File: src/rtl/core/rdp_pkg.sv
// Shared types and constants for the RDP RAID-6 parity encoder.
// No dependencies.
package rdp_pkg;

	// Control strobes for one accumulator memory.
	typedef struct packed {
		logic rd_en;
		logic wr_en;
		logic clear;
	} mem_ctl_t;

	// Bit n set when n is prime, n = 0..63.
	localparam logic [63:0] PRIME_MASK = 64'h2820_8A20_A08A_28AC;

	function automatic logic is_prime(input logic [5:0] n);
		is_prime = PRIME_MASK[n];
	endfunction

endpackage

File: src/rtl/core/rdp_raid6_parity_encoder_core.sv
// Top level of the RDP RAID-6 parity encoder: sequencer, two accumulator
// memories and the output register. Uses rdp_pkg and rdp_acc_mem.

// Row-Diagonal Parity encoder for one stripe of w data disks by w rows
// (w = rows_per_stripe, w+1 must be prime, w <= MAX_ROWS). Each input beat
// carries one data word tagged with its disk and row. Row parity P and
// diagonal parity Q live in two single-port-read memories; for a word the
// accept cycle reads P[row] and Q[diag], state S_UPD1 writes them back and
// reads Q[row-1], and S_UPD2 writes the P fold into Q[row-1].
// The sequencer holds s_tready low over that read-modify-write, so no
// entry is read while its update is in flight. A word with a disk or row
// index of w or more, or any word under an invalid configuration, is not
// accumulated. On tlast the block drains P[0..w-1] then Q[0..w-1], each
// result beat being a memory read and then an output register load that
// m_tready can stall; it clears both memories at once via valid bits. With
// an invalid w a single error beat (status set, word zero, tlast) replaces
// the drain. Input is taken while the last result still sits in the output
// register. Write cfg_wdata only when idle.
module rdp_raid6_parity_encoder_core #(
	parameter int MAX_ROWS   = 16,
	parameter int WORD_WIDTH = 64,
	localparam int TDATA_IN_W  = ((8 + WORD_WIDTH + 7) / 8) * 8,
	localparam int TDATA_OUT_W = ((4 + WORD_WIDTH + 7) / 8) * 8
) (
	input  logic                   clk,
	input  logic                   arst_n,
	// configuration: rows_per_stripe
	input  logic                   cfg_we,
	input  logic [4:0]             cfg_wdata,
	// input beats
	input  logic                   s_tvalid,
	output logic                   s_tready,
	input  logic [TDATA_IN_W-1:0]  s_tdata,   // disk_index[3:0], row_index, data_word
	input  logic                   s_tlast,   // last_of_stripe
	// result beats
	output logic                   m_tvalid,
	input  logic                   m_tready,
	output logic [TDATA_OUT_W-1:0] m_tdata,   // parity_row[3:0], parity_word, zero pad
	output logic [1:0]             m_tuser,   // parity_select, status
	output logic                   m_tlast    // last_result
);
	import rdp_pkg::*;

	localparam int AW = $clog2(MAX_ROWS);
	localparam logic [6:0] MAX_ROWS_C = 7'(MAX_ROWS);

	localparam logic [2:0] S_IDLE = 3'd0;
	localparam logic [2:0] S_UPD1 = 3'd1;  // write P[row], Q[diag]; read Q[row-1]
	localparam logic [2:0] S_UPD2 = 3'd2;  // write Q[row-1]
	localparam logic [2:0] S_DRD  = 3'd3;  // drain: read entry
	localparam logic [2:0] S_DOUT = 3'd4;  // drain: load output register
	localparam logic [2:0] S_ERR  = 3'd5;  // error beat

	logic [2:0] state_q;
	logic [4:0] rows_q;
	logic       sel_q;     // drain phase: 0 P, 1 Q
	logic [4:0] idx_q;     // drain entry

	// config
	logic [5:0] w_plus1;
	logic       cfg_ok;

	assign w_plus1 = {1'b0, rows_q} + 6'd1;
	assign cfg_ok  = is_prime(w_plus1) && ({2'b00, rows_q} <= MAX_ROWS_C);

	always_ff @(posedge clk or negedge arst_n) begin
		if (!arst_n) begin
			rows_q <= 5'd4;
		end else if (cfg_we) begin
			rows_q <= cfg_wdata;
		end
	end

	// input decode
	logic [3:0]            in_disk;
	logic [3:0]            in_row;
	logic [WORD_WIDTH-1:0] in_word;
	logic                  accept;
	logic                  acc_en;
	logic [5:0]            diag_sum;
	logic [5:0]            diag;
	logic [6:0]            row_ext;
	logic [6:0]            diag_ext;
	logic [6:0]            rowm1_ext;
	logic [6:0]            idx_ext;

	assign in_disk = s_tdata[3:0];
	assign in_row  = s_tdata[7:4];
	assign in_word = s_tdata[8 +: WORD_WIDTH];

	assign s_tready = (state_q == S_IDLE);
	assign accept   = s_tvalid && s_tready;
	assign acc_en   = cfg_ok && ({1'b0, in_row} < rows_q) && ({1'b0, in_disk} < rows_q);

	// (row + disk) mod (w+1); sum stays below twice the modulus
	assign diag_sum  = {2'b00, in_row} + {2'b00, in_disk};
	assign diag      = (diag_sum >= w_plus1) ? (diag_sum - w_plus1) : diag_sum;
	assign row_ext   = {3'b000, in_row};
	assign diag_ext  = {1'b0, diag};
	assign rowm1_ext = {3'b000, in_row - 4'd1};
	assign idx_ext   = {2'b00, idx_q};

	// stage 1 of the update
	logic [WORD_WIDTH-1:0] word_s1;
	logic [AW-1:0]         row_addr_s1;
	logic [AW-1:0]         diag_addr_s1;
	logic [AW-1:0]         rowm1_addr_s1;
	logic                  diag_hit_s1;
	logic                  row_nz_s1;
	logic                  last_s1;

	always_ff @(posedge clk) begin
		if (accept) begin
			word_s1       <= in_word;
			row_addr_s1   <= row_ext[AW-1:0];
			diag_addr_s1  <= diag_ext[AW-1:0];
			rowm1_addr_s1 <= rowm1_ext[AW-1:0];
			diag_hit_s1   <= (diag < {1'b0, rows_q});  // missing diagonal skipped
			row_nz_s1     <= (in_row != 4'd0);         // fold of P into Q[row-1]
			last_s1       <= s_tlast;
		end
	end

	// output register
	logic                  out_vld_q;
	logic                  out_sel_q;
	logic [3:0]            out_row_q;
	logic [WORD_WIDTH-1:0] out_word_q;
	logic                  out_last_q;
	logic                  out_stat_q;
	logic                  out_free;
	logic                  idx_last;
	logic                  clr_all;
	logic                  out_load;

	assign out_free = !out_vld_q || m_tready;
	assign idx_last = ((idx_q + 5'd1) == rows_q);
	assign out_load = out_free && ((state_q == S_DOUT) || (state_q == S_ERR));
	assign clr_all  = out_free && (((state_q == S_DOUT) && sel_q && idx_last) ||
		(state_q == S_ERR));

	// memories
	mem_ctl_t              p_ctl;
	mem_ctl_t              q_ctl;
	logic [AW-1:0]         p_raddr;
	logic [AW-1:0]         q_raddr;
	logic [AW-1:0]         q_waddr;
	logic [WORD_WIDTH-1:0] p_rdata;
	logic [WORD_WIDTH-1:0] q_rdata;
	logic [WORD_WIDTH-1:0] p_wdata;
	logic [WORD_WIDTH-1:0] q_wdata;

	always_comb begin
		p_ctl.rd_en = (accept && acc_en) || ((state_q == S_DRD) && !sel_q);
		p_ctl.wr_en = (state_q == S_UPD1);
		p_ctl.clear = clr_all;
		p_raddr     = (state_q == S_DRD) ? idx_ext[AW-1:0] : row_ext[AW-1:0];

		q_ctl.rd_en = (accept && acc_en) || (state_q == S_UPD1) ||
			((state_q == S_DRD) && sel_q);
		q_ctl.wr_en = ((state_q == S_UPD1) && diag_hit_s1) ||
			((state_q == S_UPD2) && row_nz_s1);
		q_ctl.clear = clr_all;
		if (state_q == S_DRD) begin
			q_raddr = idx_ext[AW-1:0];
		end else if (state_q == S_UPD1) begin
			q_raddr = rowm1_addr_s1;
		end else begin
			q_raddr = diag_ext[AW-1:0];
		end
		q_waddr = (state_q == S_UPD2) ? rowm1_addr_s1 : diag_addr_s1;
		p_wdata = p_rdata ^ word_s1;
		q_wdata = q_rdata ^ word_s1;
	end

	rdp_acc_mem #(.DEPTH(MAX_ROWS), .WIDTH(WORD_WIDTH)) u_p_mem (
		.clk    (clk),
		.arst_n (arst_n),
		.ctl    (p_ctl),
		.raddr  (p_raddr),
		.waddr  (row_addr_s1),
		.wdata  (p_wdata),
		.rdata  (p_rdata)
	);

	rdp_acc_mem #(.DEPTH(MAX_ROWS), .WIDTH(WORD_WIDTH)) u_q_mem (
		.clk    (clk),
		.arst_n (arst_n),
		.ctl    (q_ctl),
		.raddr  (q_raddr),
		.waddr  (q_waddr),
		.wdata  (q_wdata),
		.rdata  (q_rdata)
	);

	// sequencer
	always_ff @(posedge clk or negedge arst_n) begin
		if (!arst_n) begin
			state_q <= S_IDLE;
			sel_q   <= 1'b0;
			idx_q   <= '0;
		end else begin
			unique case (state_q)
				S_IDLE: begin
					if (accept) begin
						sel_q <= 1'b0;
						idx_q <= '0;
						if (acc_en) begin
							state_q <= S_UPD1;
						end else if (s_tlast) begin
							state_q <= cfg_ok ? S_DRD : S_ERR;
						end
					end
				end
				S_UPD1: begin
					state_q <= S_UPD2;
				end
				S_UPD2: begin
					state_q <= last_s1 ? S_DRD : S_IDLE;
				end
				S_DRD: begin
					state_q <= S_DOUT;
				end
				S_DOUT: begin
					if (out_free) begin
						if (idx_last) begin
							idx_q   <= '0;
							sel_q   <= 1'b1;
							state_q <= sel_q ? S_IDLE : S_DRD;
						end else begin
							idx_q   <= idx_q + 5'd1;
							state_q <= S_DRD;
						end
					end
				end
				S_ERR: begin
					if (out_free) begin
						state_q <= S_IDLE;
					end
				end
				default: begin
					state_q <= S_IDLE;
				end
			endcase
		end
	end

	always_ff @(posedge clk or negedge arst_n) begin
		if (!arst_n) begin
			out_vld_q <= 1'b0;
		end else if (out_load) begin
			out_vld_q <= 1'b1;
		end else if (m_tready) begin
			out_vld_q <= 1'b0;
		end
	end

	always_ff @(posedge clk) begin
		if (out_load) begin
			if (state_q == S_ERR) begin
				out_sel_q  <= 1'b0;
				out_row_q  <= '0;
				out_word_q <= '0;
				out_last_q <= 1'b1;
				out_stat_q <= 1'b1;
			end else begin
				out_sel_q  <= sel_q;
				out_row_q  <= idx_q[3:0];
				out_word_q <= sel_q ? q_rdata : p_rdata;
				out_last_q <= sel_q && idx_last;
				out_stat_q <= 1'b0;
			end
		end
	end

	assign m_tvalid = out_vld_q;
	assign m_tlast  = out_last_q;
	assign m_tuser  = {out_stat_q, out_sel_q};

	always_comb begin
		m_tdata                 = '0;
		m_tdata[3:0]            = out_row_q;
		m_tdata[4 +: WORD_WIDTH] = out_word_q;
	end

endmodule

File: src/rtl/core/rdp_acc_mem.sv
// Parity accumulator memory: one write port, one registered read port,
// per-entry valid bits so a stripe clear empties all entries. Uses rdp_pkg.
module rdp_acc_mem #(
	parameter int DEPTH = 16,
	parameter int WIDTH = 64,
	localparam int AW = $clog2(DEPTH)
) (
	input  logic              clk,
	input  logic              arst_n,
	input  rdp_pkg::mem_ctl_t ctl,
	input  logic [AW-1:0]     raddr,
	input  logic [AW-1:0]     waddr,
	input  logic [WIDTH-1:0]  wdata,
	output logic [WIDTH-1:0]  rdata
);
	import rdp_pkg::*;

	logic [WIDTH-1:0] mem [DEPTH];
	logic [DEPTH-1:0] vld_q;
	logic [WIDTH-1:0] rdata_q;
	logic             rvld_q;

	always_ff @(posedge clk) begin
		if (ctl.wr_en) begin
			mem[waddr] <= wdata;
		end
		if (ctl.rd_en) begin
			rdata_q <= mem[raddr];
		end
	end

	always_ff @(posedge clk or negedge arst_n) begin
		if (!arst_n) begin
			vld_q  <= '0;
			rvld_q <= 1'b0;
		end else begin
			if (ctl.clear) begin
				vld_q <= '0;
			end else if (ctl.wr_en) begin
				vld_q[waddr] <= 1'b1;
			end
			if (ctl.rd_en) begin
				rvld_q <= vld_q[raddr];
			end
		end
	end

	// never-written entries read as zero
	assign rdata = rvld_q ? rdata_q : '0;

endmodule

File: config.mk
export PLATFORM = sky130hd
export DESIGN_NAME = rdp_raid6_parity_encoder_core
export DESIGN_NICKNAME = d
export VERILOG_FILES = /design/src/rtl/core/rdp_pkg.sv /design/src/rtl/core/rdp_raid6_parity_encoder_core.sv /design/src/rtl/core/rdp_acc_mem.sv
export SDC_FILE = /design/constraint.sdc
export NUM_CORES = 2
export LEC_CHECK = 0
export BUFFER_PORTS_ARGS = -buffer_cell sky130_fd_sc_hd__buf_2
export CAP_MARGIN = 25
export CORE_UTILIZATION = 30
export CTS_CLUSTER_DIAMETER = 150
export CTS_CLUSTER_SIZE = 24
export DETAILED_ROUTE_END_ITERATION = 12
export SLEW_MARGIN = 10
export SYNTH_ARGS = -nofsm -noshare
export SYNTH_HDL_FRONTEND = slang
export SYNTH_SLANG_ARGS = --single-unit
export TNS_END_PERCENT = 1
File: constraint.sdc
create_clock -name clk -period 16 [get_ports clk]
set_clock_uncertainty 0.2 [all_clocks]
set_input_delay 0 -clock clk [delete_from_list [all_inputs] [get_ports clk]]
set_output_delay 0 -clock clk [all_outputs]
set_load 0.02 [all_outputs]
# After elaboration in Yosys (flattened, before gate mapping)
# Memory sizes are Yosys's and may differ from the RTL's. A register that Yosys moved wholly into a read port is not among the register bits.
# Index checks and enable logic that the tools add are counted.
# totals
regBits	199
ramBits	2048
mem_bits_ro	64
input_bits	83
out_inout_bits	77
wordCells	136
mem_count	3
# mem_list
name	depth	width	rd	rd_ports_with_merged_regs	wr	line	source
u_p_mem.mem	16	64	1	1	1	rdp_acc_mem.sv:18	logic [WIDTH-1:0] mem [DEPTH];
u_q_mem.mem	16	64	1	1	1	rdp_acc_mem.sv:18	
(name not given)	64	1	1	0	0	rdp_pkg.sv:16	is_prime = PRIME_MASK[n];
# op_classes
n_addsub	5
order_cmp	12
eq_ne	11
mux	46
bitwise	4
n_reduce_logical	34
# op_table
operator	n
two-way mux 64 bit	3
XOR 64 bit	2
two-way mux 16 bit	4
OR 16 bit	2
less-than comparator 4 x 5 -> 1 bit, second input constant	4
two-way mux 3 bit	6
one-hot mux 3 bit (6 select lines)	1
logical AND 1 bit	16
two-way mux 4 bit	4
two-way mux 1 bit	15
two-way mux 5 bit	3
less-than comparator 4 x 5 -> 1 bit	2
one-hot mux 5 bit (2 select lines)	1
binary-select mux 1 bit (select 4 bit)	2
demux 1 bit (select 4 bit)	2
>= comparator 4 x 1 -> 1 bit, second input constant	2
AND reduction 4 bit	2
nonzero test 2 bit	4
logical OR 1 bit	7
less-than comparator 6 x 7 -> 1 bit, second input constant	1
adder 5 x 1 -> 6 bit, second input constant	1
== test 3 x 2 -> 1 bit, second input constant	2
== test 3 bit, second input constant	2
>= comparator 5 x 6 -> 1 bit	1
other kinds (18)	23

# Depth between registers and ports, before layout
# depth
word_depth	9
mapped_depth	19
mapped_depth_nobuf	18

# Modules after synthesis
# A second synthesis with hierarchy kept.
# hier_totals
cells_unflattened	3962
hier_area_um2	91874.4
# by_module_without_submodules
module	n_inst	cells_per_inst	area_per_inst_um2	seq_area_each_um2
rdp_acc_mem at u_p_mem	1	1633	41567.4	33096.7
rdp_acc_mem at u_q_mem	1	1633	41527.3	33096.7
rdp_raid6_parity_encoder_core	1	696	8779.7	4880.9

# Worst setup path before layout
# OpenSTA, ideal clock, no wires.
# synth_timing
kind	flip-flop to flip-flop
from	register state_q[1]
to	memory u_p_mem.mem[0][0] (enable)
setup_ps	567
arrival_time_ps	5695
t_required_ps	15233
path_slack_ps	9538
stages_incl_launch_ff	5
path_buffers	2
period_less_slack_ps	6462
path_cell_list	dfrtp_1 -> buf_2 -> clkbuf_1 -> or4_1 -> nor3_1
# synth_between
elab_chain_cells	3
# synth_lines
item	line	source
start: declaration	rdp_raid6_parity_encoder_core.sv:54	logic [2:0] state_q;
start signal: assignment	rdp_raid6_parity_encoder_core.sv:211	state_q <= cfg_ok ? S_DRD : S_ERR;
start signal: assignment	rdp_raid6_parity_encoder_core.sv:219	state_q <= last_s1 ? S_DRD : S_IDLE;
start signal: assignment	rdp_raid6_parity_encoder_core.sv:229	state_q <= sel_q ? S_IDLE : S_DRD;
== test 3 x 1 -> 1 bit	rdp_raid6_parity_encoder_core.sv:155	p_ctl.wr_en = (state_q == S_UPD1);
two-way mux 1 bit	rdp_acc_mem.sv:24	if (ctl.wr_en) begin
two-way mux 1 bit (not written as such)	rdp_acc_mem.sv:25	mem[waddr] <= wdata;
end: declaration	rdp_acc_mem.sv:18	
# Every way passes these cells.

# Final worst setup path
# layout_timing
from	register rows_q[0]
to	register u_q_mem.rdata_q[26] (read register of u_q_mem.mem), data pin
# layout_between
elab_chain_cells	9
elab_cells_between_ends	17
cone_classes	2 x add/sub; 4 x order compare; 4 x mux; 6 x reduce/logical; 1 x memory
# layout_lines
item	line	source
start: declaration	rdp_raid6_parity_encoder_core.sv:55	logic [4:0] rows_q;
start signal: assignment	rdp_raid6_parity_encoder_core.sv:70	rows_q <= cfg_wdata;
adder 5 x 1 -> 6 bit	rdp_raid6_parity_encoder_core.sv:63	assign w_plus1 = {1'b0, rows_q} + 6'd1;
memory (64 x 1 bit)	--	
two-way mux 1 bit (not written as such)	rdp_pkg.sv:16	
logical AND 1 bit	rdp_raid6_parity_encoder_core.sv:64	assign cfg_ok = is_prime(w_plus1) && ({2'b00, rows_q} <= MAX_ROWS_C);
logical AND 1 bit (2 in series)	rdp_raid6_parity_encoder_core.sv:93	assign acc_en = cfg_ok && ({1'b0, in_row} < rows_q) && ({1'b0, in_disk} < rows_q);
logical AND 1 bit	rdp_raid6_parity_encoder_core.sv:159	q_ctl.rd_en = (accept && acc_en) || (state_q == S_UPD1) ||
logical OR 1 bit (2 in series)	rdp_raid6_parity_encoder_core.sv:159	
end: declaration	rdp_acc_mem.sv:20	logic [WIDTH-1:0] rdata_q;
# Several ways; a longest one is shown, not always the timed one. The select of a mux whose other input is x is not followed.
# A chain may end at the register's enable or synchronous reset.

==> reports/qor.yml <==
outcome: "finished, final reports clean"
pwr-share-comb: 0.340
critical-path-top-delay-family: "buffers and inverters"
worstSetupStartpointType: "register"
final_nets: 6399
synthDistinctLibCells: 64
switching_share: 0.3649
cts.htree.levels: 3
die_w_um: 561.1
average_footprint_of_a_synthesized_cell_um2: 15.63
report.final.hold_viol_count: 0
detailed_place.area_um2: 99640
synth_enable_flop_cells: 2326
grt_pass1_vias: 52157
clkSlewWorstSetupHoldPaths_ns: 0.10
cts-resized-gates: 0
timing.final.crit_period_ns: 6.761
rows: 204
max_freq_mhz: 147.9
hold_path_class: "primary input to register"
setup_viol: 0
initial_utilization: 0.3027
power.share.sequential: 0.491
worst_ir_drop_vdd_mv: 0.2344
met1_demand_to_capacity_share_in_global_routing: 0.1969
cp.arrival_ns: 7.02
worstPathCellList: "inv_1, ha_1, fa_1, nor2b_1, o31ai_4, a311oi_2, and2_4, buf_4, buf_4, buf_4, nand3_1, a311oi_1, a31oi_1"
core_area_um2: 309900
cts.root.buffer_cell: "clkbuf_16"
grt.busiest_layer: "met2"
switching_power_mw: 6.676
chipHeight_um: 561.1
final.hold.worst_slack_ns: 0.07317
maxSlewHeadroom: 0.3087
p_leak_nw: 34.05
crit_path_frequent_cell: "buf_4"
yosys_most_used_dff: "edfxtp_1"
timing.critical_path.slowest_cell_delay_ns: 0.82
slowest_stage: "buf_4"
ant_nets: 0
place.detailed.hpwl_um: 134300
global_route.usage.met2: 0.2600
synth_seq_cells: 2375
power_mw: 18.29
grt_first_pass_wirelength_um: 358800
final_util: 0.3383
worst_slew_pin_slew_ns: 1.032
route.detailed.vias_per_inst: 5.069
setup_total_negative_slack_ns: 0
asyncSetResetFlopFracSynth: 0.02063
worst_ep_required_ns: 16.26
syn-cell-area_um2: 93780
path_max_fanout: 80
gpl.final_weighted_congestion: 0.8627
detail_route.first_pass.iterations: 6
timing.critical_path.to_type: "register"
antenna_found_initial: 14
routed_wirelength_um: 245800
clkPwrFrac: 0.169
final-max-slew-violation-count: 0
worstPathBufferInverterCount: 4
layout_area_overhead_pct: 11.76
drt-initial-drc-count: 5713
tritoncts: "built"
routed-via-count: 52936
io_buffers: 155
grt_start_max_net_pins: 158
timing.final.crit_share: 0.4226
internal-power_mw: 11.62
seq_area_frac_synth: 0.7579
wire_per_inst_um: 23.53
die_area_um2: 314900
numClockSinks: 2375
rsz0062_at_grt: "false"
synth_warnings: 0
clk-insertion-delay-late_ns: 0.78
tritoncts.num_buffers: 108
detail_route.drc_violations: 0
cap_violations: 0
final_cell_area_um2: 104800
num_io_pins: 160
globalRoute.totalOverflow: 0
pwr_density_cell_nw_per_um2: 174.5
post_route_cells_drive_above_1_share: 0.1323
critPathKind: "register to register"
cts_max_path_buffers: 3
grtUsageMet3: 0.01533
netlist_instances: 5999
grt_usage: 0.1518
-- placed cells by master, fill, tap and decap left out, drive strengths merged, types with 70 or more instances in the layout --
| cell | instances |
|---|---|
| buf | 352 |
| dlygate4sd3 | 173 |
| xnor2 | 139 |
| nand3 | 647 |
| a31oi | 201 |
| clkbuf | 157 |
| mux4 | 261 |
| and2 | 70 |
| edfxtp | 2326 |
| nand2 | 1329 |
| nor2 | 175 |
-- registers in the layout (all words and copies together), names as in the netlist, 3 cells and up --
register and count:
row_addr_s1 4, out_row_q 4, u_q_mem.rdata_q 64, word_s1 64, out_word_q 64, u_q_mem.mem 1024, rows_q 5, u_p_mem.rdata_q 64
state_q 3, u_p_mem.vld_q 16, u_p_mem.mem 1024, idx_q 5, diag_addr_s1 4, rowm1_addr_s1 4, u_q_mem.vld_q 16
-- logic make-up (layout without fill, tap and decap cells) --
| family | Yosys count | in the layout | synth area share |
|---|---|---|---|
| buffers and inverters | 398 | 709 | 0.02024 |
| AND/OR/NAND/NOR | 2344 | 2344 | 0.1077 |
| other | 1 | 15 | 0.00003999 |
| adder cells (fa/ha/maj) | 29 | 29 | 0.004029 |
| XOR/XNOR | 144 | 144 | 0.01345 |
| multiplexers | 272 | 272 | 0.06407 |
| AO/OA/AOI/OAI | 436 | 436 | 0.03262 |
| flip-flops | 2375 | 2375 | 0.7579 |
-- worst min-delay path, cell delays in order --
cell and delay (ns):
dlygate4sd3_1 0.52, buf_2 0.12, nand2b_1 0.09, a21boi_0 0.10, nor3_1 0.17
-- final timing paths --
check                            startpoint                   to  slack (ns)  cells after the start
setup reg to reg                  rows_q[0]  u_q_mem.rdata_q[26]        9.24                     13
max in group asynchronous            arst_n       u_q_mem.rvld_q       14.78                      4
hold reg to reg            u_p_mem.vld_q[8]     u_p_mem.vld_q[8]        0.30                      1
hold / removal                      s_tlast           state_q[1]        0.07                      5
min in group asynchronous            arst_n     u_p_mem.vld_q[3]        0.24                      4
setup / recovery                  rows_q[0]  u_q_mem.rdata_q[26]        9.24                     13
-- power by group through the flow --
stage	Clock, mW	Sequential [mW]	Combinational (mW)
after floorplan	0	8.93	4.04
after global placement	0	9.12	5.83
after detailed placement	0	9.12	6.01
after CTS	3.16	8.98	6.07
after global routing	3.35	9.01	6.77
final	3.10	8.98	6.22
-- cell usage after synthesis (all sizes together) (2+ instances only) --
cell	count	area share
a311oi	66	0.0062
mux2	3	0.00036
a21boi	3	0.00024
nand2b	15	0.0010
nand3	647	0.035
nor3	10	0.00053
nand3b	5	0.00040
o21ai	25	0.0013
nor3b	3	0.00024
and2	70	0.0047
xnor2	139	0.013
buf	233	0.014
ha	27	0.0036
mux2i	8	0.0010
and3	67	0.0045
nand4	7	0.00047
or2	2	0.00013
dfrtp	48	0.013
a21oi	12	0.00068
clkbuf	145	0.0058
edfxtp	2326	0.74
a31oi	201	0.013
a2111o	2	0.00024
a2111oi	2	0.00019
nor2b	9	0.00060
a21o	6	0.00048
xor2	5	0.00047
o21a	37	0.0030
o31ai	2	0.00031
inv	20	0.00080
fa	2	0.00043
nor2	175	0.0070
a211oi	69	0.0055
o22ai	3	0.00020
nand2	1329	0.053
mux4	261	0.063
-- layout make-up --
| cell class | instances | area, um2 |
|---|---|---|
| diodes | 11 | 27.53 |
| clock buffers | 129 | 2785 |
| clock inverters | 7 | 106.4 |
| fillers | 29525 | 205100 |
| inverters | 20 | 77.57 |
| multi-input cells | 3229 | 21310 |
| flip-flops and latches | 2375 | 71080 |
| well taps | 4120 | 5155 |
| repair buffers | 553 | 4269 |
-- what timing repair did --
action,4_1_cts,5_1_grt
hold buffers,173,0
hold endpoints to repair,233,0
buffers inserted,0,0
setup endpoints to repair,0,0
-- through the flow --
step	worst slack [ns]	instances
2_1_floorplan	9.538	6002
4_1_cts	9.262	10376
6_report	9.239	10444
5_1_grt	8.816	10441
3_5_place_dp	9.286	10067
3_3_place_gp	9.469	10040
-- per-layer routing --
layer / part of all wire / routed length (um)
met1: 0.40 / 98550
met2: 0.50 / 121900
met3: 0.060 / 14870
met4: 0.042 / 10410
met5: 0 / 0
No activity file was read; power rests on OpenSTA's default activity.
